--- src/rtl/core/gamepad_frame_builder_crc16_assert.svh ---
// Assertion macros shared by the gamepad frame builder RTL.
// Depends on nothing; included by the modules that check their own logic.
`ifndef GAMEPAD_FRAME_BUILDER_CRC16_ASSERT_SVH
`define GAMEPAD_FRAME_BUILDER_CRC16_ASSERT_SVH

// Checked at every clock edge outside of reset.
`define GFB_ASSERT(lbl, clk, rstn, prop, msg) \
  lbl: assert property (@(posedge clk) disable iff (!rstn) prop) else $error(msg);

// Checked at every clock edge, reset included.
`define GFB_ASSERT_ALWAYS(lbl, clk, prop, msg) \
  lbl: assert property (@(posedge clk) prop) else $error(msg);

`endif

--- src/rtl/core/gfb_pkg.sv ---
// Package for the gamepad frame builder: payload types, frame constants
// and the CRC-16 and dead-zone helper functions. Depends on nothing.
package gfb_pkg;

  localparam int unsigned FrameLen = 13;
  localparam int unsigned DataLen  = 10;
  localparam int unsigned PosW     = $clog2(FrameLen);
  localparam int unsigned AddrW    = 3;

  localparam logic [7:0]  FrameHeader   = 8'h0A;
  localparam logic [15:0] CrcInit       = 16'hFFFF;
  localparam logic [15:0] CrcPoly       = 16'h1021;
  localparam logic [15:0] CrcTop        = 16'h8000;
  localparam logic [15:0] DeadZoneReset = 16'd7849;

  localparam logic RegDeadZone = 1'b0;

  typedef struct packed {
    logic [13:0]        button_bits;
    logic signed [15:0] left_stick_x;
    logic signed [15:0] left_stick_y;
    logic signed [15:0] right_stick_x;
    logic signed [15:0] right_stick_y;
    logic [7:0]         left_trigger;
    logic [7:0]         right_trigger;
  } gfb_in_t;

  typedef struct packed {
    logic [7:0] frame_byte;
    logic       frame_end;
  } gfb_out_t;

  typedef logic [DataLen-1:0][7:0]  gfb_data_t;
  typedef logic [FrameLen-1:0][7:0] gfb_frame_t;

  function automatic logic [15:0] crc_byte(input logic [15:0] crc_in, input logic [7:0] b);
    logic [15:0] c;
    c = crc_in ^ {b, 8'h00};
    for (int k = 0; k < 8; k++) begin
      c = ((c & CrcTop) != 16'h0000) ? ((c << 1) ^ CrcPoly) : (c << 1);
    end
    return c;
  endfunction

  function automatic logic [15:0] dead_zone_apply(input logic [15:0] v, input logic [15:0] dz);
    logic [16:0] mag;
    mag = v[15] ? (17'h10000 - {1'b0, v}) : {1'b0, v};
    return (mag < {1'b0, dz}) ? 16'h0000 : v;
  endfunction

endpackage

--- src/rtl/core/gfb_crc_pipe.sv ---
// CRC-16 pipeline of the gamepad frame builder, one frame byte per stage.
// Depends on gfb_pkg and the assertion macro header.
`include "gamepad_frame_builder_crc16_assert.svh"

module gfb_crc_pipe import gfb_pkg::*; (
  input  logic        clk_i,
  input  logic        rst_ni,
  input  logic        in_valid_i,
  output logic        in_ready_o,
  input  gfb_data_t   in_data_i,
  output logic        out_valid_o,
  input  logic        out_ready_i,
  output gfb_data_t   out_data_o,
  output logic [15:0] out_crc_o
);

  logic      vld  [DataLen+1];
  logic      rdy  [DataLen+1];
  gfb_data_t data [DataLen+1];
  logic [15:0] crc [DataLen+1];

  assign vld[0]       = in_valid_i;
  assign data[0]      = in_data_i;
  assign crc[0]       = CrcInit;
  assign rdy[DataLen] = out_ready_i;

  for (genvar j = 0; j < DataLen; j++) begin : g_stage
    logic        vld_q;
    gfb_data_t   data_q;
    logic [15:0] crc_q;

    assign rdy[j]     = !vld_q || rdy[j+1];
    assign vld[j+1]   = vld_q;
    assign data[j+1]  = data_q;
    assign crc[j+1]   = crc_q;

    always_ff @(posedge clk_i or negedge rst_ni) begin
      if (!rst_ni) begin
        vld_q <= 1'b0;
      end else if (rdy[j]) begin
        vld_q <= vld[j];
      end
    end

    always_ff @(posedge clk_i) begin
      if (rdy[j] && vld[j]) begin
        data_q <= data[j];
        crc_q  <= crc_byte(crc[j], data[j][j]);
      end
    end
  end

  assign in_ready_o  = rdy[0];
  assign out_valid_o = vld[DataLen];
  assign out_data_o  = data[DataLen];
  assign out_crc_o   = crc[DataLen];

  `GFB_ASSERT(a_stall_holds, clk_i, rst_ni, (out_valid_o && !out_ready_i) |=> (out_valid_o && $stable(out_crc_o)), "CRC pipe lost a stalled word")
  `GFB_ASSERT(a_ready_when_free, clk_i, rst_ni, !out_valid_o |-> rdy[DataLen-1], "last CRC stage blocked while empty")
  `GFB_ASSERT_ALWAYS(a_reset_empty, clk_i, !rst_ni |=> !out_valid_o, "CRC pipe valid during reset")

endmodule

--- src/rtl/core/gfb_frame_tx.sv ---
// Frame sender of the gamepad frame builder: holds one 13-byte frame and
// sends it one byte per word. Depends on gfb_pkg and the assertion macro header.
`include "gamepad_frame_builder_crc16_assert.svh"

module gfb_frame_tx import gfb_pkg::*; (
  input  logic       clk_i,
  input  logic       rst_ni,
  input  logic       frame_valid_i,
  output logic       frame_ready_o,
  input  gfb_frame_t frame_i,
  output logic       out_valid_o,
  input  logic       out_ready_i,
  output gfb_out_t   out_data_o
);

  gfb_frame_t      frame_q;
  logic            busy_q, busy_d;
  logic [PosW-1:0] pos_q, pos_d;
  logic            last;
  logic            send;
  logic            load;

  assign last          = (pos_q == PosW'(FrameLen - 1));
  assign send          = busy_q && out_ready_i;
  assign frame_ready_o = !busy_q || (out_ready_i && last);
  assign load          = frame_valid_i && frame_ready_o;

  always_comb begin
    busy_d = busy_q;
    pos_d  = pos_q;
    if (send) begin
      pos_d  = last ? '0 : pos_q + PosW'(1);
      busy_d = !last;
    end
    if (load) begin
      busy_d = 1'b1;
      pos_d  = '0;
    end
  end

  always_ff @(posedge clk_i or negedge rst_ni) begin
    if (!rst_ni) begin
      busy_q <= 1'b0;
      pos_q  <= '0;
    end else begin
      busy_q <= busy_d;
      pos_q  <= pos_d;
    end
  end

  always_ff @(posedge clk_i) begin
    if (load) begin
      frame_q <= frame_i;
    end
  end

  assign out_valid_o           = busy_q;
  assign out_data_o.frame_byte = frame_q[pos_q];
  assign out_data_o.frame_end  = last;

  `GFB_ASSERT(a_pos_range, clk_i, rst_ni, busy_q |-> (pos_q < PosW'(FrameLen)), "byte position past frame end")
  `GFB_ASSERT(a_pos_wrap, clk_i, rst_ni, (send && last) |=> (pos_q == '0), "byte position did not wrap after last byte")
  `GFB_ASSERT(a_pos_step, clk_i, rst_ni, (send && !last) |=> (busy_q && (pos_q == $past(pos_q) + PosW'(1))), "byte position skipped or repeated")

endmodule

--- src/rtl/core/gamepad_frame_builder_crc16.sv ---
// Top level of the gamepad frame builder with CRC-16 framing.
// Depends on gfb_pkg, gfb_crc_pipe and gfb_frame_tx.
//
//   Channel   Signals                                  Width  Direction
//   in        in_valid_i, in_ready_o, in_data_i        94     snapshot in
//   out       out_valid_o, out_ready_i, out_data_o     9      frame byte out
//   cfg       psel, penable, pwrite, paddr, pwdata,    32     register access
//             prdata, pready
//
// A snapshot passes an input register, a dead-zone and packing stage, ten CRC
// stages of one byte each and the frame register, in that order. Each frame leaves
// through the one-byte output port a byte at a time, and the next frame is loaded
// when the last byte of the one before is taken; up to 12 more snapshots wait in
// the pipeline. Reset clears all valid bits and loads the dead zone with 7849;
// a stall on the output holds every stage without loss.
module gamepad_frame_builder_crc16 import gfb_pkg::*; (
  input  logic             clk_i,
  input  logic             rst_ni,
  input  logic             in_valid_i,
  output logic             in_ready_o,
  input  gfb_in_t          in_data_i,
  output logic             out_valid_o,
  input  logic             out_ready_i,
  output gfb_out_t         out_data_o,
  input  logic             psel,
  input  logic             penable,
  input  logic             pwrite,
  input  logic [AddrW-1:0] paddr,
  input  logic [31:0]      pwdata,
  output logic [31:0]      prdata,
  output logic             pready
);

  logic [15:0] dz_q;
  logic        in_vld_q;
  gfb_in_t     in_q;
  logic        asm_vld_q;
  gfb_data_t   asm_q;
  gfb_data_t   asm_d;
  logic        asm_rdy;
  logic        crc_in_ready;
  logic        crc_valid;
  logic        crc_ready;
  gfb_data_t   crc_data;
  logic [15:0] crc_val;
  gfb_frame_t  frame;
  logic [15:0] lx, ly, rx, ry;

  assign pready = 1'b1;
  assign prdata = (paddr[AddrW-1] == RegDeadZone) ? {16'h0000, dz_q} : 32'h0000_0000;

  always_ff @(posedge clk_i or negedge rst_ni) begin
    if (!rst_ni) begin
      dz_q <= DeadZoneReset;
    end else if (psel && penable && pwrite && pready && (paddr[AddrW-1] == RegDeadZone)) begin
      dz_q <= pwdata[15:0];
    end
  end

  assign in_ready_o = !in_vld_q || asm_rdy;
  assign asm_rdy    = !asm_vld_q || crc_in_ready;

  always_ff @(posedge clk_i or negedge rst_ni) begin
    if (!rst_ni) begin
      in_vld_q  <= 1'b0;
      asm_vld_q <= 1'b0;
    end else begin
      if (in_ready_o) begin
        in_vld_q <= in_valid_i;
      end
      if (asm_rdy) begin
        asm_vld_q <= in_vld_q;
      end
    end
  end

  always_ff @(posedge clk_i) begin
    if (in_valid_i && in_ready_o) begin
      in_q <= in_data_i;
    end
    if (in_vld_q && asm_rdy) begin
      asm_q <= asm_d;
    end
  end

  always_comb begin
    lx       = dead_zone_apply(in_q.left_stick_x, dz_q);
    ly       = dead_zone_apply(in_q.left_stick_y, dz_q);
    rx       = dead_zone_apply(in_q.right_stick_x, dz_q);
    ry       = dead_zone_apply(in_q.right_stick_y, dz_q);
    asm_d[0] = in_q.button_bits[13:6];
    asm_d[1] = lx[15:8];
    asm_d[2] = lx[7:0];
    asm_d[3] = ly[15:8];
    asm_d[4] = ly[7:0];
    asm_d[5] = rx[15:8];
    asm_d[6] = rx[7:0];
    asm_d[7] = ry[15:8];
    asm_d[8] = ry[7:0];
    asm_d[9] = {in_q.button_bits[5:2], (in_q.left_trigger != 8'h00),
                (in_q.right_trigger != 8'h00), in_q.button_bits[1:0]};
  end

  gfb_crc_pipe u_crc_pipe (
    .clk_i       (clk_i),
    .rst_ni      (rst_ni),
    .in_valid_i  (asm_vld_q),
    .in_ready_o  (crc_in_ready),
    .in_data_i   (asm_q),
    .out_valid_o (crc_valid),
    .out_ready_i (crc_ready),
    .out_data_o  (crc_data),
    .out_crc_o   (crc_val)
  );

  always_comb begin
    frame[0] = FrameHeader;
    for (int i = 0; i < DataLen; i++) begin
      frame[i+1] = crc_data[i];
    end
    frame[FrameLen-2] = crc_val[15:8];
    frame[FrameLen-1] = crc_val[7:0];
  end

  gfb_frame_tx u_frame_tx (
    .clk_i         (clk_i),
    .rst_ni        (rst_ni),
    .frame_valid_i (crc_valid),
    .frame_ready_o (crc_ready),
    .frame_i       (frame),
    .out_valid_o   (out_valid_o),
    .out_ready_i   (out_ready_i),
    .out_data_o    (out_data_o)
  );

endmodule
--- config.mk ---
export PLATFORM = sky130hd
export DESIGN_NAME = gamepad_frame_builder_crc16
export DESIGN_NICKNAME = d
export VERILOG_FILES = /design/src/rtl/core/gfb_pkg.sv /design/src/rtl/core/gfb_crc_pipe.sv /design/src/rtl/core/gfb_frame_tx.sv /design/src/rtl/core/gamepad_frame_builder_crc16.sv
export VERILOG_INCLUDE_DIRS = /design/src /design/src/rtl/core
export SDC_FILE = /design/constraint.sdc
export NUM_CORES = 1
export LEC_CHECK = 0
export BUFFER_PORTS_ARGS = -buffer_cell sky130_fd_sc_hd__buf_4
export CORE_AREA = 2 2 245 488
export DETAILED_ROUTE_END_ITERATION = 7
export DIE_AREA = 0 0 247 490
export PLACE_DENSITY_LB_ADDON = 0.25
export SYNTH_ARGS = -nofsm -noshare
export SYNTH_HDL_FRONTEND = slang
export SYNTH_HIERARCHICAL = 1
export SYNTH_SLANG_ARGS = --single-unit
--- constraint.sdc ---
create_clock -name clk_i -period 15.89 [get_ports clk_i]
set_input_delay 3.178 -clock clk_i [delete_from_list [all_inputs] [get_ports clk_i]]
set_output_delay 3.178 -clock clk_i [all_outputs]
set_load 0.01 [all_outputs]
==> out/qor.txt <==
================================================================================
Status                                                                 completed
Path category of the worst min-delay check                          flip-flop to flip-flop
Wire length after detailed routing                                      69090 µm
Count of TritonRoute iterations in the first routing pass                      5
Maximum number of pins on one net before global-route repair                  97
Row count                                                                    178
Setup slack after placement                                             7.893 ns
Total routing usage reported by global routing                            11.77%
Largest area contributor in the synthesized netlist                 sky130_fd_sc_hd__edfxtp_1
Clock Skews                                                           0.02255 ns
Area share of fa/ha/maj cells after synthesis                             1.772%
Global-route congestion overflow total                                         0
Finish-stage setup viols                                                       0
Vertical die dimension                                                    490 µm
Shortest period the worst path allows                                   8.029 ns
Largest cells by area after synthesis                               sky130_fd_sc_hd__edfxtp_1 (80%), sky130_fd_sc_hd__xnor2_1 (2.4%), sky130_fd_sc_hd__xor3_1 (2.0%)
Area of placed instances                                             0.04912 mm²
Final Total Pwr                                                         6.954 mW
Number of pins with negative max-slew slack in the final report                0
Number of global-route vias before repair                                  19590
Cell variety after synth                                                      63
Net count of the finished layout                                            2568
Achievable frequency                                                   124.6 MHz
Initial detailed-routing violation count                                     900
Fraction of met3 tracks used by global routing                            2.358%
Routed via count                                                           18030
GR Layer Usage met1                                                       9.836%
Area of the core                                                      0.1174 mm²
Simple-gate area share of the yosys netlist                               2.609%
Final setup TNS                                                             0 ns
Routability congestion estimate                                           0.8286
Wire length of the first global-routing pass                           108600 µm
Data arrival time of the worst path                                      4.85 ns
Biggest cell delay along the critical path                               0.32 ns
Max cap viols                                                                  0
Clock Root Buffer                                                   sky130_fd_sc_hd__clkbuf_16
CTS clk-pin slew, worst paths                                            0.07 ns
Post-Layout Cell Count                                                      3977
Number of warnings reported in the yosys synthesis log                         6
Residual DRC count                                                             0
Required time of the critical path                                      12.71 ns
Routed Antenna Nets                                                            0
Sum of net half-perimeters after detailed placement                     50530 µm
Clock tree from TritonCTS                                                    yes
Hold slack final                                                       0.4038 ns
Final clock period utilization by the worst path                          50.53%
Vias per std cell                                                          4.533
Maximum vdd drop                                                        95.15 µV
Placed Instances                                                            3794
Critical Path Source Type                                              input pin
Final hold violation count                                                     0
Fillers                                                                     9808
Most common library cell in the layout ignoring fill and taps       sky130_fd_sc_hd__edfxtp_1
Mux share of post-synthesis cell area                                     1.412%
Fraction of the core area covered by cells at the end of the flow         44.52%
Clock latency at the later pin of the worst-skew pair                    0.67 ns
Post CTS Setup Buffer Count                                                    0
I/O Pins                                                                     180
Seq/Total Area, Yosys                                                     81.49%
# resized after CTS                                                            0
Worst-path cell chain                                               buf_4 > nand2_1 > nand2_1 > and4b_1 > buf_4 > nand3_1 > nand3b_1 > buf_4
Initial core utilization                                                  39.71%
Synthesized netlist cell count                                              2203
Power per unit of standard cell area                                133.1 mW/mm²
Post-route cell area                                                 0.05225 mm²
Combinational family with the most area after synthesis             XOR/XNOR gates
Worst setup path class                                              input pin to primary output
Largest buffer count on any clock path                                         3
Number of antenna violations at the first check in global routing              1
Final setup slack of the worst path                                     7.861 ns
CP Capture Type                                                     primary output
Worst-case headroom to the max-slew limit                                 25.05%
Post-CTS Hold Fix Bufs                                                         0
Actual transition at the worst max-transition pin                       1.124 ns
Post-Synthesis Mean Instance Area                                      21.16 µm²
Maximum net fanout on the critical path                                       17
Share of the synthesized area in the top cell type                        79.70%
Number of synthesized register bits                                         1270
Main flop type after synthesis                                      sky130_fd_sc_hd__edfxtp_1
Fraction of layout instances using a drive strength above 1               16.72%
H-Tree Level Count                                                             3
Busiest layer in global routing                                             met2
Width of the chip                                                         247 µm
EDFF count, synth                                                           1237
Met2 Usage GRT                                                            24.44%
Die Footprint                                                         0.1210 mm²
Cell Area, Synth                                                     0.04661 mm²
Clock sink total                                                            1270
Area growth from synthesis to final layout                                12.11%
Commonest non-fill, non-tap cells in the layout                     sky130_fd_sc_hd__edfxtp_1 (1237), sky130_fd_sc_hd__buf_4 (166), sky130_fd_sc_hd__xnor2_1 (129)
Average detailed-routed wire length per instance                        17.37 µm
Async SR Flop Fraction                                                    2.598%
Pleak                                                                   17.62 nW
Complex-gate fraction of the synthesized area                             2.344%
Post-synthesis share of cell area spent on xor and xnor gates             8.142%
Crit-path most repeated cell                                        sky130_fd_sc_hd__buf_4
Count of input and output buffers                                            144
Cts bufs inserted                                                            100
Critical path's slowest cell                                        sky130_fd_sc_hd__buf_4
Setup repair after global routing missed its margin                           no
================================================================================
synthesized netlist by cell type (16+ instances only):
library cell / count
sky130_fd_sc_hd__a21oi_1: 29
sky130_fd_sc_hd__o31ai_1: 16
sky130_fd_sc_hd__xnor2_2: 27
sky130_fd_sc_hd__o21ai_0: 31
sky130_fd_sc_hd__xor2_1: 38
sky130_fd_sc_hd__a21boi_0: 18
sky130_fd_sc_hd__mux2_2: 24
sky130_fd_sc_hd__nand2_1: 43
sky130_fd_sc_hd__inv_1: 41
sky130_fd_sc_hd__buf_4: 100
sky130_fd_sc_hd__nor2b_1: 42
sky130_fd_sc_hd__xnor2_1: 129
sky130_fd_sc_hd__xnor3_1: 39
sky130_fd_sc_hd__edfxtp_1: 1237
sky130_fd_sc_hd__ha_1: 66
sky130_fd_sc_hd__nor2_1: 31
sky130_fd_sc_hd__xor3_1: 39
sky130_fd_sc_hd__nand2b_1: 17
sky130_fd_sc_hd__dfrtp_1: 25
power by group:
part           internal [mW]  total, mW  switching (mW)
sequential              3.86       3.93          0.0709
clock                   1.29       2.37            1.08
combinational          0.278      0.655           0.377
final timing paths:
| check | startpoint | endpoint | cells past startpoint | slack [ns] |
|---|---|---|---|---|
| max | out_ready_i | in_ready_o | 8 | 7.86 |
| min | u_crc_pipe/data[707] | u_crc_pipe/data[627] | 0 | 0.40 |
| max reg2reg | u_frame_tx/pos_q[0] | u_crc_pipe/data[646] | 9 | 11.29 |
| min reg2reg | u_crc_pipe/data[707] | u_crc_pipe/data[627] | 0 | 0.40 |
| max in group asynchronous | rst_ni | dz_q[9] | 1 | 13.04 |
| min in group asynchronous | rst_ni | dz_q[4] | 1 | 2.48 |
routing by layer:
metal	vias up	routed length, µm
met5	-	0
li1	8672	-
met1	8853	20680
met4	0	3446
met3	159	2519
met2	343	42450
cells by family after synthesis:
| logic type | Yosys count |
|---|---|
| compound gates | 159 |
| buf+inv | 169 |
| simple gates | 219 |
| flops | 1270 |
| other cells | 2 |
| mux | 42 |
| xor+xnor | 276 |
| fa+ha+maj | 66 |
worst max-delay path: cells and delay by family:
kind                   cells  cell delay (ns)
buffers and inverters      3             0.65
and+or+nand+nor            5             1.00
state kept, by name, summed over array words and instances (netlist names), 14 cells and up:
| register | cells |
|---|---|
| u_crc_pipe/data | 720 |
| asm_d | 14 |
| asm_q | 80 |
| dz_q | 16 |
| u_crc_pipe/g_stage.crc_q | 143 |
| u_frame_tx/frame_q | 104 |
| u_crc_pipe/out_data_o | 80 |
| u_crc_pipe/out_crc_o | 16 |
| in_q | 80 |
layout make-up:
cell class | instances | area [µm²] | area share [%]
well taps | 1530 | 1914 | 3.664
flip-flops and latches | 1270 | 37980 | 72.69
multi-input cells | 787 | 7824 | 14.97
clock buffers | 122 | 2669 | 5.108
repair buffers | 166 | 1246 | 2.385
clock inverters | 60 | 461.7 | 0.8836
inverters | 41 | 153.9 | 0.2945
diodes | 1 | 2.502 | 0.004789
Note: power is estimated with default switching activity, not from simulation.
